**config.mk**
```make
export PLATFORM = sky130hd
export DESIGN_NAME = utf8_stream_decoder
export DESIGN_NICKNAME = d
export VERILOG_FILES = /design/src/sv/utfd_pkg.sv /design/src/sv/utfd_front.sv /design/src/sv/utfd_queue.sv /design/src/sv/utfd_back.sv /design/src/sv/utf8_stream_decoder.sv
export VERILOG_INCLUDE_DIRS = /design/src /design/src/sv
export SDC_FILE = /design/constraint.sdc
export NUM_CORES = 1
export LEC_CHECK = 0
export BUFFER_PORTS_ARGS = -buffer_cell sky130_fd_sc_hd__buf_4
export CAP_MARGIN = 20
export CORE_UTILIZATION = 47
export CTS_CLUSTER_DIAMETER = 120
export DETAILED_ROUTE_END_ITERATION = 8
export GPL_TIMING_DRIVEN = 0
export PLACE_DENSITY_LB_ADDON = 0.12
export SETUP_SLACK_MARGIN = 0.4
export SLEW_MARGIN = 20
export SYNTH_ARGS = -nofsm -noshare
export SYNTH_HDL_FRONTEND = slang
export SYNTH_SLANG_ARGS = --single-unit
```
**constraint.sdc**
```tcl
create_clock -name clk -period 7.4 [get_ports clk]
set_input_delay 0.74 -clock clk [delete_from_list [all_inputs] [get_ports clk]]
set_output_delay 0.74 -clock clk [all_outputs]
set_load 0.01 [all_outputs]
```
**src/sv/assert_macros.svh**
```systemverilog
// ----------------------------------------------------------------------------
// Assertion macros
// Shared concurrent assertion forms used by the decoder modules.
// ----------------------------------------------------------------------------
`ifndef ASSERT_MACROS_SVH
`define ASSERT_MACROS_SVH

// The property must hold at every clock edge outside reset.
`define ASSERT_ALWAYS(lbl, clk, rst_n, prop, msg) \
    lbl: assert property (@(posedge clk) disable iff (!rst_n) (prop)) else $error(msg);

// The condition must never be true at a clock edge outside reset.
`define ASSERT_NEVER(lbl, clk, rst_n, cond, msg) \
    lbl: assert property (@(posedge clk) disable iff (!rst_n) !(cond)) else $error(msg);

`endif

```
**src/sv/utfd_pkg.sv**
```systemverilog
// ----------------------------------------------------------------------------
// UTF-8 decoder package
// Shared types, constants and range checks of the UTF-8 stream decoder.
// ----------------------------------------------------------------------------
package utfd_pkg;

    localparam int CP_BITS            = 21;
    localparam int CHAR_COUNT_BITS    = 16;
    localparam int COUNT_BITS_DEFAULT = 16;
    localparam int QUEUE_DEPTH        = 4;
    localparam int QUEUE_PTR_BITS     = $clog2(QUEUE_DEPTH);

    // What closes a command after its run of bad results.
    typedef logic [1:0] tail_t;
    localparam tail_t TAIL_NONE  = 2'd0;
    localparam tail_t TAIL_VALUE = 2'd1;
    localparam tail_t TAIL_BAD   = 2'd2;
    localparam tail_t TAIL_EOS   = 2'd3;

    typedef logic [CP_BITS-1:0] cp_t;

    // One command from the front to the back: a run of bad results,
    // then an optional closing result.
    typedef struct packed {
        logic [2:0] bad_run;
        tail_t      tail;
        cp_t        code_point;
    } cmd_t;

    // Range and surrogate checks of a completed multi-byte form.
    function automatic logic value_ok(input logic [2:0] len, input cp_t v);
        logic ok;
        ok = 1'b0;
        unique case (len)
            3'd2:    ok = (v >= 21'h80) && (v <= 21'h7FF);
            3'd3:    ok = (v >= 21'h800) && (v <= 21'hFFFD) &&
                          (v != 21'hD800) && (v != 21'hDB7F) &&
                          (v != 21'hDB80) && (v != 21'hDBFF) &&
                          (v != 21'hDC00) && (v != 21'hDF80) &&
                          (v != 21'hDFFF);
            3'd4:    ok = (v >= 21'h10000) && (v <= 21'h10FFFF);
            default: ok = 1'b0;
        endcase
        return ok;
    endfunction

endpackage

```
**src/sv/utfd_front.sv**
```systemverilog
// ----------------------------------------------------------------------------
// UTF-8 decoder front end
// Accepts bytes, tracks the pending multi-byte form and issues commands.
// ----------------------------------------------------------------------------
`include "assert_macros.svh"

module utfd_front
(
    input  logic            clk,
    input  logic            rst_n,
    input  logic            accept,
    input  logic [7:0]      byte_in,
    output logic            push,
    output utfd_pkg::cmd_t  cmd
);
    import utfd_pkg::*;

    logic [2:0] seq_len_reg, seq_len_next;
    logic [2:0] taken_reg, taken_next;
    cp_t        acc_reg, acc_next;

    tail_t      fresh_tail;
    logic [2:0] fresh_len;
    cp_t        fresh_acc;
    logic [2:0] new_taken;
    cp_t        acc_shift;
    logic       is_cont;

    // Handling of a byte when no form is pending.
    always_comb
    begin
        fresh_tail = TAIL_NONE;
        fresh_len  = 3'd0;
        fresh_acc  = '0;
        priority if (byte_in == 8'h00)
        begin
            fresh_tail = TAIL_EOS;
        end
        else if (byte_in < 8'h80)
        begin
            fresh_tail = TAIL_VALUE;
        end
        else if (byte_in < 8'hC0)
        begin
            fresh_tail = TAIL_BAD;
        end
        else if (byte_in < 8'hE0)
        begin
            fresh_len = 3'd2;
            fresh_acc = cp_t'(byte_in[4:0]);
        end
        else if (byte_in < 8'hF0)
        begin
            fresh_len = 3'd3;
            fresh_acc = cp_t'(byte_in[3:0]);
        end
        else if (byte_in < 8'hF8)
        begin
            fresh_len = 3'd4;
            fresh_acc = cp_t'(byte_in[2:0]);
        end
        else if (byte_in < 8'hFC)
        begin
            fresh_len = 3'd5;
        end
        else
        begin
            fresh_len = 3'd6;
        end
    end

    assign is_cont   = (byte_in[7:6] == 2'b10);
    assign new_taken = taken_reg + 3'd1;
    // Obsolete five- and six-byte forms gather no bits.
    assign acc_shift = (seq_len_reg <= 3'd4) ? {acc_reg[CP_BITS-7:0], byte_in[5:0]} : acc_reg;

    always_comb
    begin
        seq_len_next   = fresh_len;
        taken_next     = 3'd0;
        acc_next       = fresh_acc;
        cmd.bad_run    = 3'd0;
        cmd.tail       = fresh_tail;
        cmd.code_point = (fresh_tail == TAIL_VALUE) ? cp_t'(byte_in) : '0;
        if (seq_len_reg != 3'd0)
        begin
            if (is_cont)
            begin
                if ({1'b0, new_taken} + 4'd1 >= {1'b0, seq_len_reg})
                begin
                    seq_len_next = 3'd0;
                    acc_next     = '0;
                    if (value_ok(seq_len_reg, acc_shift))
                    begin
                        cmd.tail       = TAIL_VALUE;
                        cmd.code_point = acc_shift;
                    end
                    else
                    begin
                        cmd.tail       = TAIL_BAD;
                        cmd.code_point = '0;
                    end
                end
                else
                begin
                    seq_len_next   = seq_len_reg;
                    taken_next     = new_taken;
                    acc_next       = acc_shift;
                    cmd.tail       = TAIL_NONE;
                    cmd.code_point = '0;
                end
            end
            else
            begin
                // Cut short: bad for the lead and each continuation taken,
                // then the byte starts over.
                cmd.bad_run = taken_reg + 3'd1;
            end
        end
    end

    assign push = accept && ((cmd.bad_run != 3'd0) || (cmd.tail != TAIL_NONE));

    always_ff @(posedge clk or negedge rst_n)
    begin
        if (!rst_n)
        begin
            seq_len_reg <= 3'd0;
            taken_reg   <= 3'd0;
            acc_reg     <= '0;
        end
        else if (accept)
        begin
            seq_len_reg <= seq_len_next;
            taken_reg   <= taken_next;
            acc_reg     <= acc_next;
        end
    end

    `ASSERT_ALWAYS(a_taken_below_len, clk, rst_n,
        (seq_len_reg == 3'd0 && taken_reg == 3'd0) || (taken_reg + 3'd1 < seq_len_reg),
        "front: continuation count out of step with form length")

endmodule

```
**src/sv/utfd_queue.sv**
```systemverilog
// ----------------------------------------------------------------------------
// UTF-8 decoder command queue
// Short first-in first-out buffer between the front and the back.
// ----------------------------------------------------------------------------
`include "assert_macros.svh"

module utfd_queue
(
    input  logic            clk,
    input  logic            rst_n,
    input  logic            push,
    input  utfd_pkg::cmd_t  wdata,
    output logic            full,
    input  logic            pop,
    output logic            not_empty,
    output utfd_pkg::cmd_t  rdata
);
    import utfd_pkg::*;

    cmd_t                    mem_reg [QUEUE_DEPTH];
    logic [QUEUE_PTR_BITS-1:0] wr_ptr_reg, rd_ptr_reg;
    logic [QUEUE_PTR_BITS:0]   count_reg, count_next;

    assign full      = (count_reg == (QUEUE_PTR_BITS+1)'(QUEUE_DEPTH));
    assign not_empty = (count_reg != '0);
    assign rdata     = mem_reg[rd_ptr_reg];

    always_comb
    begin
        count_next = count_reg;
        if (push && !pop)
        begin
            count_next = count_reg + 1'b1;
        end
        else if (pop && !push)
        begin
            count_next = count_reg - 1'b1;
        end
    end

    always_ff @(posedge clk)
    begin
        if (push)
        begin
            mem_reg[wr_ptr_reg] <= wdata;
        end
    end

    always_ff @(posedge clk or negedge rst_n)
    begin
        if (!rst_n)
        begin
            wr_ptr_reg <= '0;
            rd_ptr_reg <= '0;
            count_reg  <= '0;
        end
        else
        begin
            if (push)
            begin
                wr_ptr_reg <= wr_ptr_reg + 1'b1;
            end
            if (pop)
            begin
                rd_ptr_reg <= rd_ptr_reg + 1'b1;
            end
            count_reg <= count_next;
        end
    end

    `ASSERT_NEVER(a_no_push_full, clk, rst_n, push && full,
        "queue: write while full")
    `ASSERT_NEVER(a_no_pop_empty, clk, rst_n, pop && !not_empty,
        "queue: read while empty")

endmodule

```
**src/sv/utfd_back.sv**
```systemverilog
// ----------------------------------------------------------------------------
// UTF-8 decoder back end
// Expands commands into results, keeps the character count, drives output.
// ----------------------------------------------------------------------------
`include "assert_macros.svh"

module utfd_back
#(
    parameter int COUNT_BITS = utfd_pkg::COUNT_BITS_DEFAULT
)
(
    input  logic                               clk,
    input  logic                               rst_n,
    input  logic                               not_empty,
    input  utfd_pkg::cmd_t                     head,
    output logic                               pop,
    output logic                               out_valid,
    input  logic                               out_ready,
    output utfd_pkg::cp_t                      out_code_point,
    output logic                               out_bad,
    output logic                               out_eos,
    output logic [utfd_pkg::CHAR_COUNT_BITS-1:0] out_char_count,
    output logic                               out_last
);
    import utfd_pkg::*;

    logic [COUNT_BITS-1:0]      counter_reg, counter_next;
    logic [2:0]                 idx_reg, idx_next;
    logic                       valid_reg, valid_next;
    cp_t                        cp_reg, cp_next;
    logic                       bad_reg, bad_next;
    logic                       eos_reg, eos_next;
    logic [CHAR_COUNT_BITS-1:0] count_out_reg, count_out_next;
    logic                       last_reg, last_next;

    logic                       advance;
    logic                       emit;
    logic [2:0]                 n_results;
    logic                       is_last;
    logic [COUNT_BITS-1:0]      counter_inc;
    logic [COUNT_BITS+CHAR_COUNT_BITS-1:0] inc_wide, cur_wide;

    assign advance     = !valid_reg || out_ready;
    assign emit        = advance && not_empty;
    assign n_results   = head.bad_run + ((head.tail != TAIL_NONE) ? 3'd1 : 3'd0);
    assign is_last     = (idx_reg + 3'd1 == n_results);
    assign pop         = emit && is_last;
    assign counter_inc = (counter_reg == '1) ? counter_reg : counter_reg + 1'b1;
    assign inc_wide    = {{CHAR_COUNT_BITS{1'b0}}, counter_inc};
    assign cur_wide    = {{CHAR_COUNT_BITS{1'b0}}, counter_reg};

    always_comb
    begin
        counter_next   = counter_reg;
        idx_next       = idx_reg;
        valid_next     = valid_reg && !out_ready;
        cp_next        = cp_reg;
        bad_next       = bad_reg;
        eos_next       = eos_reg;
        count_out_next = count_out_reg;
        last_next      = last_reg;
        if (emit)
        begin
            valid_next     = 1'b1;
            last_next      = is_last;
            idx_next       = is_last ? 3'd0 : idx_reg + 3'd1;
            cp_next        = '0;
            bad_next       = 1'b1;
            eos_next       = 1'b0;
            counter_next   = counter_inc;
            count_out_next = inc_wide[CHAR_COUNT_BITS-1:0];
            if (idx_reg >= head.bad_run)
            begin
                unique case (head.tail)
                    TAIL_VALUE:
                    begin
                        cp_next  = head.code_point;
                        bad_next = 1'b0;
                    end
                    TAIL_EOS:
                    begin
                        bad_next       = 1'b0;
                        eos_next       = 1'b1;
                        counter_next   = '0;
                        count_out_next = cur_wide[CHAR_COUNT_BITS-1:0];
                    end
                    default:
                    begin
                        bad_next = 1'b1;
                    end
                endcase
            end
        end
    end

    always_ff @(posedge clk)
    begin
        cp_reg        <= cp_next;
        bad_reg       <= bad_next;
        eos_reg       <= eos_next;
        count_out_reg <= count_out_next;
        last_reg      <= last_next;
    end

    always_ff @(posedge clk or negedge rst_n)
    begin
        if (!rst_n)
        begin
            counter_reg <= '0;
            idx_reg     <= 3'd0;
            valid_reg   <= 1'b0;
        end
        else
        begin
            counter_reg <= counter_next;
            idx_reg     <= idx_next;
            valid_reg   <= valid_next;
        end
    end

    assign out_valid      = valid_reg;
    assign out_code_point = cp_reg;
    assign out_bad        = bad_reg;
    assign out_eos        = eos_reg;
    assign out_char_count = count_out_reg;
    assign out_last       = last_reg;

    `ASSERT_ALWAYS(a_idx_in_cmd, clk, rst_n,
        !not_empty || (idx_reg < n_results),
        "back: result index beyond the command")
    `ASSERT_ALWAYS(a_eos_clean, clk, rst_n,
        !(valid_reg && eos_reg) || (!bad_reg && cp_reg == '0 && last_reg),
        "back: terminator result carries data or is not last")

endmodule

```
**src/sv/utf8_stream_decoder.sv**
```systemverilog
// ----------------------------------------------------------------------------
// UTF-8 stream decoder
// Decodes a byte stream into code points with a per-string character count.
// ----------------------------------------------------------------------------
//
//  Channel   Dir  Handshake          Payload
//  s_*       in   s_tvalid/s_tready  s_tdata[7:0] = byte_in
//  m_*       out  m_tvalid/m_tready  m_tdata = code_point, char_count;
//                                    m_tuser = bad, end_of_string; m_tlast = last
//
//  Cycles: one byte is accepted per cycle while the command queue has room.
//  Each result leaves the output register one per cycle unless m_tready
//  stalls, after the byte's command is registered in the queue.
//  A truncated form produces up to six results from one command; the
//  front keeps taking bytes until the four-entry queue fills.
//  Reset: rst_n clears the decoder state, the queue and the count at once.
//  Stalls on m_tready hold the output register and back up into the queue.
//
// The front end holds the pending multi-byte form (its length, the number of
// continuation bytes taken and the bits gathered so far) and turns each byte
// into at most one command: a run of bad results for a form that was cut
// short, followed by an optional closing result (a code point, a bad result
// or a string terminator). Bytes that only extend a form issue no command.
// The back end steps through each command one result per cycle while
// m_tready does not stall it, keeps the saturating character counter and
// marks the final result of each byte with tlast.
module utf8_stream_decoder
#(
    parameter int COUNT_BITS = utfd_pkg::COUNT_BITS_DEFAULT
)
(
    input  logic        clk,
    input  logic        rst_n,
    input  logic        s_tvalid,
    output logic        s_tready,
    input  logic [7:0]  s_tdata,   // [7:0] byte_in
    output logic        m_tvalid,
    input  logic        m_tready,
    output logic [39:0] m_tdata,   // [20:0] code_point, [36:21] char_count, [39:37] zero
    output logic [1:0]  m_tuser,   // [0] bad, [1] end_of_string
    output logic        m_tlast    // last result caused by an input byte
);
    import utfd_pkg::*;

    logic                       accept;
    logic                       push;
    logic                       full;
    logic                       pop;
    logic                       not_empty;
    cmd_t                       cmd;
    cmd_t                       head;
    cp_t                        code_point;
    logic                       bad;
    logic                       eos;
    logic [CHAR_COUNT_BITS-1:0] char_count;

    // A byte is taken whenever the queue can hold the command it may cause.
    assign s_tready = !full;
    assign accept   = s_tvalid && s_tready;

    utfd_front u_front
    (
        .clk     (clk),
        .rst_n   (rst_n),
        .accept  (accept),
        .byte_in (s_tdata),
        .push    (push),
        .cmd     (cmd)
    );

    utfd_queue u_queue
    (
        .clk       (clk),
        .rst_n     (rst_n),
        .push      (push),
        .wdata     (cmd),
        .full      (full),
        .pop       (pop),
        .not_empty (not_empty),
        .rdata     (head)
    );

    utfd_back
    #(
        .COUNT_BITS (COUNT_BITS)
    )
    u_back
    (
        .clk            (clk),
        .rst_n          (rst_n),
        .not_empty      (not_empty),
        .head           (head),
        .pop            (pop),
        .out_valid      (m_tvalid),
        .out_ready      (m_tready),
        .out_code_point (code_point),
        .out_bad        (bad),
        .out_eos        (eos),
        .out_char_count (char_count),
        .out_last       (m_tlast)
    );

    assign m_tdata = {3'b000, char_count, code_point};
    assign m_tuser = {eos, bad};

endmodule

```
==> run_results.csv, run 1 <==
group,metric,value,unit
critical_path,cpMostUsedCell,"ha_1",
finish,drive_gt1_share,21.2,%
timing,rsz0062_at_grt,"false",
finish,final_cell_mix,"edfxtp_1 (144), buf_4 (58), dfrtp_1 (54)",
job,maxCapViolCount,0,
clocking,ctsLongestPathBuffers,2,
clocking,cts-root-buf,"clkbuf_16",
clocking,cts_buffers,17,
drt,maxUsedRoutingLayer,"met4",
finish,final_common_cell,"edfxtp_1",
critical_path,crit_arrival,5040,ps
critical_path,critPathMaxFanout,10,
critical_path,ff2ff_path_depth,13,
floorplan,die-area,0.0198,sq mm
finish,nets,755,
global_route,grt_pass1_wl,30100,microns
status,status,"finished clean",
floorplan,die_h,141,microns
timing,finalSetupViolCount,0,
synth,synth_area_leaders,"edfxtp_1 (48%), dfrtp_1 (15%), mux4_2 (6.5%), ha_1 (2.2%), mux2i_1 (1.9%)",
critical_path,path_cells,"clkbuf_1 > clkbuf_1 > mux4_2 > ha_1 > ha_1 > xnor3_1 > xnor2_1 > nor3_1 > nand2_1 > ha_1 > inv_1 > fa_1 > mux2_2",
drt,drt-wirelength-per-cell,18.4,microns
drt,vias_per_cell,5.66,
synth,avgSynthCellArea,14.0,sq um
drt,drt-pass1-iter-count,5,
clocking,cts_tree,"built",
timing,finalCriticalPeriod,4720,ps
synth,ys_ff_latch,198,
finish,area_growth,16.2,%
drt,drc,0,
clocking,postCtsSetupBuffers,0,
critical_path,critPathBufInv,3,
drt,wl_met3,721,microns
clocking,cts_resized,0,
critical_path,worstSetupEndpointType,"register",
critical_path,start_kind,"register",
critical_path,r2r_start,"u_queue.rd_ptr_reg[1]",
critical_path,cp_top_family,"buffers and inverters",
place,portBuffers,53,
synth,synth_top_area_share,47.7,%
global_route,antenna_found_initial,0,
critical_path,critPathSlowestCell,"clkbuf_1",
timing,hold_viol,0,
timing,fin_crit_sh,63.8,%
clocking,cts.sinks,198,
synth,synth-edff-count,144,
critical_path,rr_endpoint,"u_queue.count_reg[1]",
floorplan,fp.coreArea,0.0188,sq mm
synth,synthArstFlopShare,27.3,%
floorplan,start_util,48.1,%
finish,antennaDiodeCount,0,
timing,slew_viol_final,0,
power,cellPowerDensity,360,mW/mm^2
clocking,hold_buffers,0,
min_path,holdCritPathClass,"input pin to async pin",
place,gp_congestion,0.853,
floorplan,placementRows,50,
synth,synth_cell_types,62,
timing,fin_hold_ws,351,ps
finish,nFillCells,1498,
synth,seq_area_frac_synth,62.6,%
timing,slew_headroom,36.0,%
global_route,grt_use_total,20.0,%
finish,final_util,56.0,%
drt,wl_met2,8940,microns
global_route,gr-total-overflow,0,
drt,num_vias,5646,
floorplan,io_pins,57,
synth,synthFlopType,"edfxtp_1",
synth,syn-cell-area,0.00907,sq mm
critical_path,max_stage_delay,690,ps
synth,synth_top_area_cell,"edfxtp_1",
timing,max_freq,0.212,GHz
clocking,clk_latency,430,ps
timing,setup_tns,0,ps
clocking,htreeDepth,4,
critical_path,regToRegSetupSlack,2680,ps
timing,worst_pin_slew,961,ps
drt,drt_wl_total,18400,microns
clocking,clkTransAtPathRegs,70,ps
drt,drt-initial-drc-count,399,
place,dp_hpwl,13000,microns
power,leakage,3.98,nW
synth,synth_warnings,0,
critical_path,crit_type,"register to register",
floorplan,die_x,141,microns
global_route,grt_max_degree,55,
finish,largest_reg_flops,104,
drt,ant_nets,0,
drt,drt-met1-wl,8240,microns
critical_path,required,7710,ps
power,peakVddDrop,0.000181,V
synth,postSynthCellCount,647,
timing,clock_skew,8.51,ps
global_route,grt_pass1_vias,5616,
==> layout make-up <==
type | instances | area [sq um] | area share, %
sequential | 198 | 5680 | 53.9
multi-input combinational | 395 | 3150 | 29.9
timing repair buffer | 58 | 498 | 4.73
clock buffer | 19 | 433 | 4.11
tap | 260 | 325 | 3.09
clock inverter | 11 | 200 | 1.90
buffer | 36 | 178 | 1.69
inverter | 20 | 75.1 | 0.713
==> metal layers <==
metal  global-route usage, %  vias up
met1                    26.5     2835
met2                    32.8      159
met4                    8.58        0
li1                        -     2624
met5                       0        -
met3                    3.19       28
==> through the flow <==
step	setup slack, ps	std cells	total power [mW]	area (sq um)
2_1_floorplan	3300	649	2.40	9070
3_3_place_gp	2560	962	2.78	9800
3_5_place_dp	2610	967	2.84	9900
4_1_cts	2590	997	3.84	10500
5_1_grt	2240	997	4.00	10500
6_report	2680	997	3.79	10500
==> synth_stat cells (all sizes together), types with 6 or more instances <==
cell type,n
xnor2,12
nor2b,25
mux4,26
o21ai,19
or3,6
a31oi,6
a32o,7
mux2i,17
edfxtp,144
buf,15
a22o,21
and3,7
nor3,32
nand4,8
mux2,9
and2,15
xor2,10
a21oi,21
ha,16
dfrtp,54
nand2,39
nor2,27
inv,20
clkbuf,21
nand3,17
==> power by group <==
group | total, mW | leakage, nW | switching (mW) | internal (mW)
Clock | 0.995 | 0.301 | 0.395 | 0.600
Sequential | 1.58 | 2.09 | 0.0983 | 1.48
Combinational | 1.22 | 1.59 | 0.666 | 0.550
Total | 3.79 | 3.98 | 1.16 | 2.63
==> cells by family (layout without fill, tap and decap cells) <==
family,after synthesis,count (layout),synth area share (%)
AOI/OAI and AO/OA,103,103,8.17
xor gates and xnor gates,23,23,2.37
and+or+nand+nor,197,197,12.2
other,1,3,0.0414
DFF,198,198,62.6
adders and majority gates,17,17,2.43
muxes,52,52,9.45
buffers and inverters,56,144,2.77
==> worst register-to-register path: cells and delay by family, from the launching register on <==
family        cells  cell delay (ps)
xor+xnor          2              510
fa+ha+maj         4             1080
buf+inv           3             1210
flops             1              320
mux               2              730
simple gates      2              760
==> how the worst max path moves through the flow <==
| stage | end | cells after the start | from | slack [ps] |
|---|---|---|---|---|
| 2_1_floorplan | u_queue.count_reg[1] | 13 | u_queue.rd_ptr_reg[0] | 3300 |
| 5_1_grt | u_queue.count_reg[1] | 13 | u_queue.rd_ptr_reg[0] | 2240 |
| 6_report | u_queue.count_reg[1] | 13 | u_queue.rd_ptr_reg[1] | 2680 |
| 3_5_place_dp | u_queue.count_reg[1] | 13 | u_queue.rd_ptr_reg[0] | 2610 |
| 3_3_place_gp | u_queue.count_reg[1] | 13 | u_queue.rd_ptr_reg[0] | 2560 |
| 4_1_cts | u_queue.count_reg[1] | 13 | u_queue.rd_ptr_reg[0] | 2590 |
No activity file was read; power rests on OpenSTA's default activity.
==> run 2: changes to the inputs <==
clock period = 4.6 ns   (was 7.4 ns; I/O delays follow)
==> run_results.csv, run 2 (synthesized netlist as in run 1, its figures left out) <==
group,metric,value,unit
status,status,"finished clean",
global_route,antenna_found_initial,0,
floorplan,die_x,141,microns
drt,drt-initial-drc-count,397,
critical_path,crit_arrival,4260,ps
power,leakage,4.01,nW
timing,finalSetupViolCount,0,
finish,drive_gt1_share,21.9,%
critical_path,cpMostUsedCell,"ha_1",
clocking,cts_tree,"built",
global_route,grt_pass1_wl,30100,microns
place,portBuffers,53,
clocking,cts.sinks,198,
critical_path,critPathMaxFanout,10,
clocking,hold_buffers,0,
drt,ant_nets,0,
finish,final_cell_mix,"edfxtp_1 (144), buf_4 (61), dfrtp_1 (54)",
timing,worst_pin_slew,953,ps
finish,final_cells,999,
place,dpl.cell_count,967,
timing,setup_tns,0,ps
clocking,htreeDepth,4,
place,preCtsSetupSlack,-191,ps
drt,drt-pass1-iter-count,6,
drt,drc,0,
timing,max_freq,0.253,GHz
drt,drt-wirelength-per-cell,18.4,microns
clocking,cts-root-buf,"clkbuf_16",
timing,finalCriticalPeriod,3950,ps
timing,clock_skew,8.09,ps
floorplan,die_h,141,microns
critical_path,r2r_start,"u_queue.rd_ptr_reg[0]",
finish,final_common_cell,"edfxtp_1",
power,cellPowerDensity,583,mW/mm^2
critical_path,crit_type,"register to register",
drt,vias_per_cell,5.67,
power,report.power.total,6.16,mW
timing,hold_viol,0,
power,peakVddDrop,0.000291,V
finish,antennaDiodeCount,0,
critical_path,critPathSlowestCell,"mux4_2",
clocking,clkTransAtPathRegs,70,ps
floorplan,start_util,48.1,%
timing,slew_viol_final,0,
global_route,grt_use_total,20.0,%
floorplan,placementRows,50,
timing,setup_ws,650,ps
global_route,grt_max_degree,55,
timing,fin_crit_sh,85.9,%
min_path,holdCritPathClass,"input pin to async pin",
global_route,grt_pass1_vias,5616,
global_route,gr-total-overflow,0,
critical_path,required,4910,ps
floorplan,fp.coreArea,0.0188,sq mm
finish,nets,757,
critical_path,cp-startpoint,"u_queue.rd_ptr_reg[0]",
place,gp_congestion,0.853,
critical_path,worstSetupEndpointType,"register",
finish,largest_reg_flops,104,
critical_path,path_cells,"clkbuf_4 > mux4_2 > or2_2 > ha_1 > ha_1 > xnor3_1 > xnor2_1 > nor3_2 > nand2_1 > ha_1 > inv_1 > fa_1 > mux2_2",
finish,area_growth,16.5,%
timing,slew_headroom,36.5,%
clocking,ctsLongestPathBuffers,2,
drt,drt_wl_total,18400,microns
floorplan,die-area,0.0198,sq mm
drt,num_vias,5662,
clocking,cts_buffers,17,
critical_path,max_stage_delay,600,ps
timing,rsz0062_at_grt,"false",
place,dp_hpwl,13000,microns
job,maxCapViolCount,0,
critical_path,start_kind,"register",
clocking,clk_latency,430,ps
floorplan,io_pins,57,
-- run 2: changes by cell type in the layout (fill, tap and decap cells not counted), sizes merged --
| cell | change |
|---|---|
| buf | +1 |
| clkbuf | +1 |
-- run 2: routing by layer --
layer	track usage [%]	routed length (microns)	vias up
li1	-	-	2629
met1	26.5	8230	2851
met2	32.8	8970	152
met3	3.19	669	30
met4	8.58	487	0
met5	0	0	-
-- run 2: where the power goes --
part / leakage [nW] / switching [mW] / internal, mW / total (mW)
Sequential: 2.09 / 0.158 / 2.39 / 2.54
Clock: 0.301 / 0.635 / 0.965 / 1.60
Combinational: 1.61 / 1.09 / 0.926 / 2.01
-- run 2: stage by stage --
step	area [sq um]	hold WS [ps]	util (%)
2_1_floorplan	9070	164	-
3_3_place_gp	9800	476	52.0
3_5_place_dp	9900	487	52.6
4_1_cts	10500	112	56.0
5_1_grt	10600	139	56.1
6_report	10600	69.8	56.1
-- run 2: path summary, 6_finish.rpt --
kind	to	depth (start not counted)	slack (ps)
worst max-delay path	u_queue.count_reg[1]	13	650
worst min-delay path	u_back.counter_reg[0]	1	70
worst max register to register	u_queue.count_reg[1]	13	650
worst min register to register	u_back.out_valid	2	490
max in group asynchronous	u_front.acc_reg[18]	1	3980
min in group clk	u_back.out_valid	4	280
-- run 2: area by class of cell --
| class | instances | area, sq um |
|---|---|---|
| fillers | 1495 | 8270 |
| plain buffers | 36 | 186 |
| flip-flops and latches | 198 | 5680 |
| well taps | 260 | 325 |
| inverters | 20 | 75.1 |
| repair buffers | 60 | 513 |
| clock buffers | 19 | 433 |
| clock inverters | 11 | 200 |
| multi-input cells | 395 | 3160 |
-- run 2: repair_timing --
item	4_1_cts	5_1_grt
setup endpoints to repair	4	2
setup buffers	0	2
pin swaps	0	1
gates resized for setup	8	1
endpoints found under the hold margin	0	0
-- run 2: worst max-delay path, delay by kind of cell (launching register included) --
kind / cells / cell delay (ps)
fa+ha+maj: 4 / 1030
mux: 2 / 880
simple gates: 3 / 770
xor+xnor: 2 / 500
flops: 1 / 320
buf+inv: 2 / 310
==> run 3: changes to the inputs <==
clock period = 3.5 ns   (was 4.6 ns; I/O delays follow)
==> run_results.csv, run 3 (synthesized netlist as in run 1, its figures left out) <==
group,metric,value,unit
timing,fin_crit_sh,93.7,%
timing,clock_skew,12.1,ps
drt,drt_wl_total,19300,microns
critical_path,crit_type,"register to register",
drt,drt-wirelength-per-cell,18.7,microns
clocking,cts_tree,"built",
finish,final_common_cell,"edfxtp_1",
floorplan,start_util,48.1,%
timing,hold_viol,0,
floorplan,placementRows,50,
clocking,cts-root-buf,"clkbuf_16",
drt,vias_per_cell,5.62,
finish,final_cell_mix,"edfxtp_1 (144), buf_4 (88), dfrtp_1 (54)",
place,dp_hpwl,12600,microns
timing,worst_pin_slew,931,ps
clocking,htreeDepth,4,
global_route,gr-total-overflow,0,
floorplan,fp.coreArea,0.0188,sq mm
critical_path,worstSetupEndpointType,"register",
global_route,antenna_found_initial,0,
place,dpl.cell_count,966,
finish,antennaDiodeCount,0,
floorplan,die-area,0.0198,sq mm
timing,finalCriticalPeriod,3280,ps
power,peakVddDrop,0.000335,V
timing,finalSetupViolCount,0,
timing,slew_headroom,37.9,%
drt,num_vias,5786,
min_path,holdCritPathClass,"input pin to async pin",
global_route,grt_pass1_vias,5634,
critical_path,crit_arrival,3600,ps
finish,nFillCells,1500,
drt,drc,0,
critical_path,critPathMaxFanout,5,
power,report.power.total,8.53,mW
status,status,"finished clean",
floorplan,die_x,141,microns
finish,final_cells,1030,
drt,drt-initial-drc-count,404,
drt,drt-pass1-iter-count,5,
finish,area_growth,21.0,%
power,leakage,4.18,nW
clocking,cts_buffers,17,
timing,rsz0062_at_grt,"true",
finish,drive_gt1_share,29.0,%
critical_path,start_kind,"register",
place,gp_congestion,0.935,
clocking,clkTransAtPathRegs,70,ps
clocking,cts.sinks,198,
power,cellPowerDensity,777,mW/mm^2
clocking,ctsLongestPathBuffers,2,
global_route,grt_use_total,20.0,%
finish,nets,786,
global_route,grt_max_degree,55,
drt,ant_nets,0,
floorplan,io_pins,57,
timing,max_freq,0.305,GHz
timing,slew_viol_final,0,
finish,largest_reg_flops,104,
global_route,grt_pass1_wl,30100,microns
critical_path,required,3820,ps
job,maxCapViolCount,0,
clocking,clk_latency,430,ps
floorplan,die_h,141,microns
place,portBuffers,53,
clocking,hold_buffers,0,
run 3: cell count changes in the layout (fill, tap and decap cells not counted), sizes merged:
| cell | change |
|---|---|
| buf | +31 |
| inv | -2 |
| bufinv | -3 |
| clkinv | +2 |
| clkinvlp | +3 |
run 3: final timing paths:
kind,start,endpoint,slack [ps],depth (start not counted)
max in group asynchronous,rst_n,u_front.taken_reg[0],2970,1
hold reg to reg,u_queue.count_reg[2],u_queue.count_reg[2],500,1
setup reg to reg,u_queue.rd_ptr_reg[0],u_queue.count_reg[1],220,13
min in group clk,m_tready,u_back.out_valid,170,4
setup / recovery,u_queue.rd_ptr_reg[0],u_queue.count_reg[1],220,13
hold / removal,rst_n,u_front.acc_reg[13],20,1
run 3: area by class of cell:
type                            instances  area (sq um)  share of cell area, %
Sequential cell                       198          5680                   51.7
Tap cell                              260           325                   2.97
Clock inverter                         11           123                   1.12
Inverter                               20          78.8                  0.719
Multi-Input combinational cell        395          3320                   30.3
Buffer                                 36           245                   2.24
Timing Repair Buffer                   89           737                   6.72
Clock buffer                           21           460                   4.20
run 3: repair_timing:
action	4_1_cts	5_1_grt
cloned	0	2
buffers inserted	10	20
pin swaps	4	12
gates resized for setup	26	29
setup endpoints to repair	104	183
run 3: through the flow:
step	util, %	hold WS (ps)	setup TNS (ps)	cell area, sq um	worst slack [ps]
floorplan	-	54.4	0	9100	188
global placement	52.2	473	-32120	9830	-393
detailed placement	52.7	490	-5310	9910	-483
CTS	56.7	30.0	0	10700	182
global route	58.2	51.6	0	11000	117
finish	58.2	16.2	0	11000	220
run 3: power by group:
group	switching [mW]	internal, mW
sequential	0.214	3.14
clock	0.839	1.09
combinational	1.63	1.61
run 3: per-layer routing:
layer,vias to the layer above,part of all wire [%],track usage [%]
met1,2887,45,27.4
li1,2686,-,-
met2,186,48,32.4
met3,27,4.6,3.50
met5,-,0,0
met4,0,1.8,6.92
run 3: worst max-delay path, stage by stage (launching register included):
cell,delay (ps)
dfrtp_1,370
buf_12,130
mux4_2,510
or2_4,280
ha_4,160
ha_4,140
xnor3_1,220
xnor2_2,180
nor3_4,160
nand2_2,110
ha_4,180
inv_2,50
fa_2,410
mux2_2,270
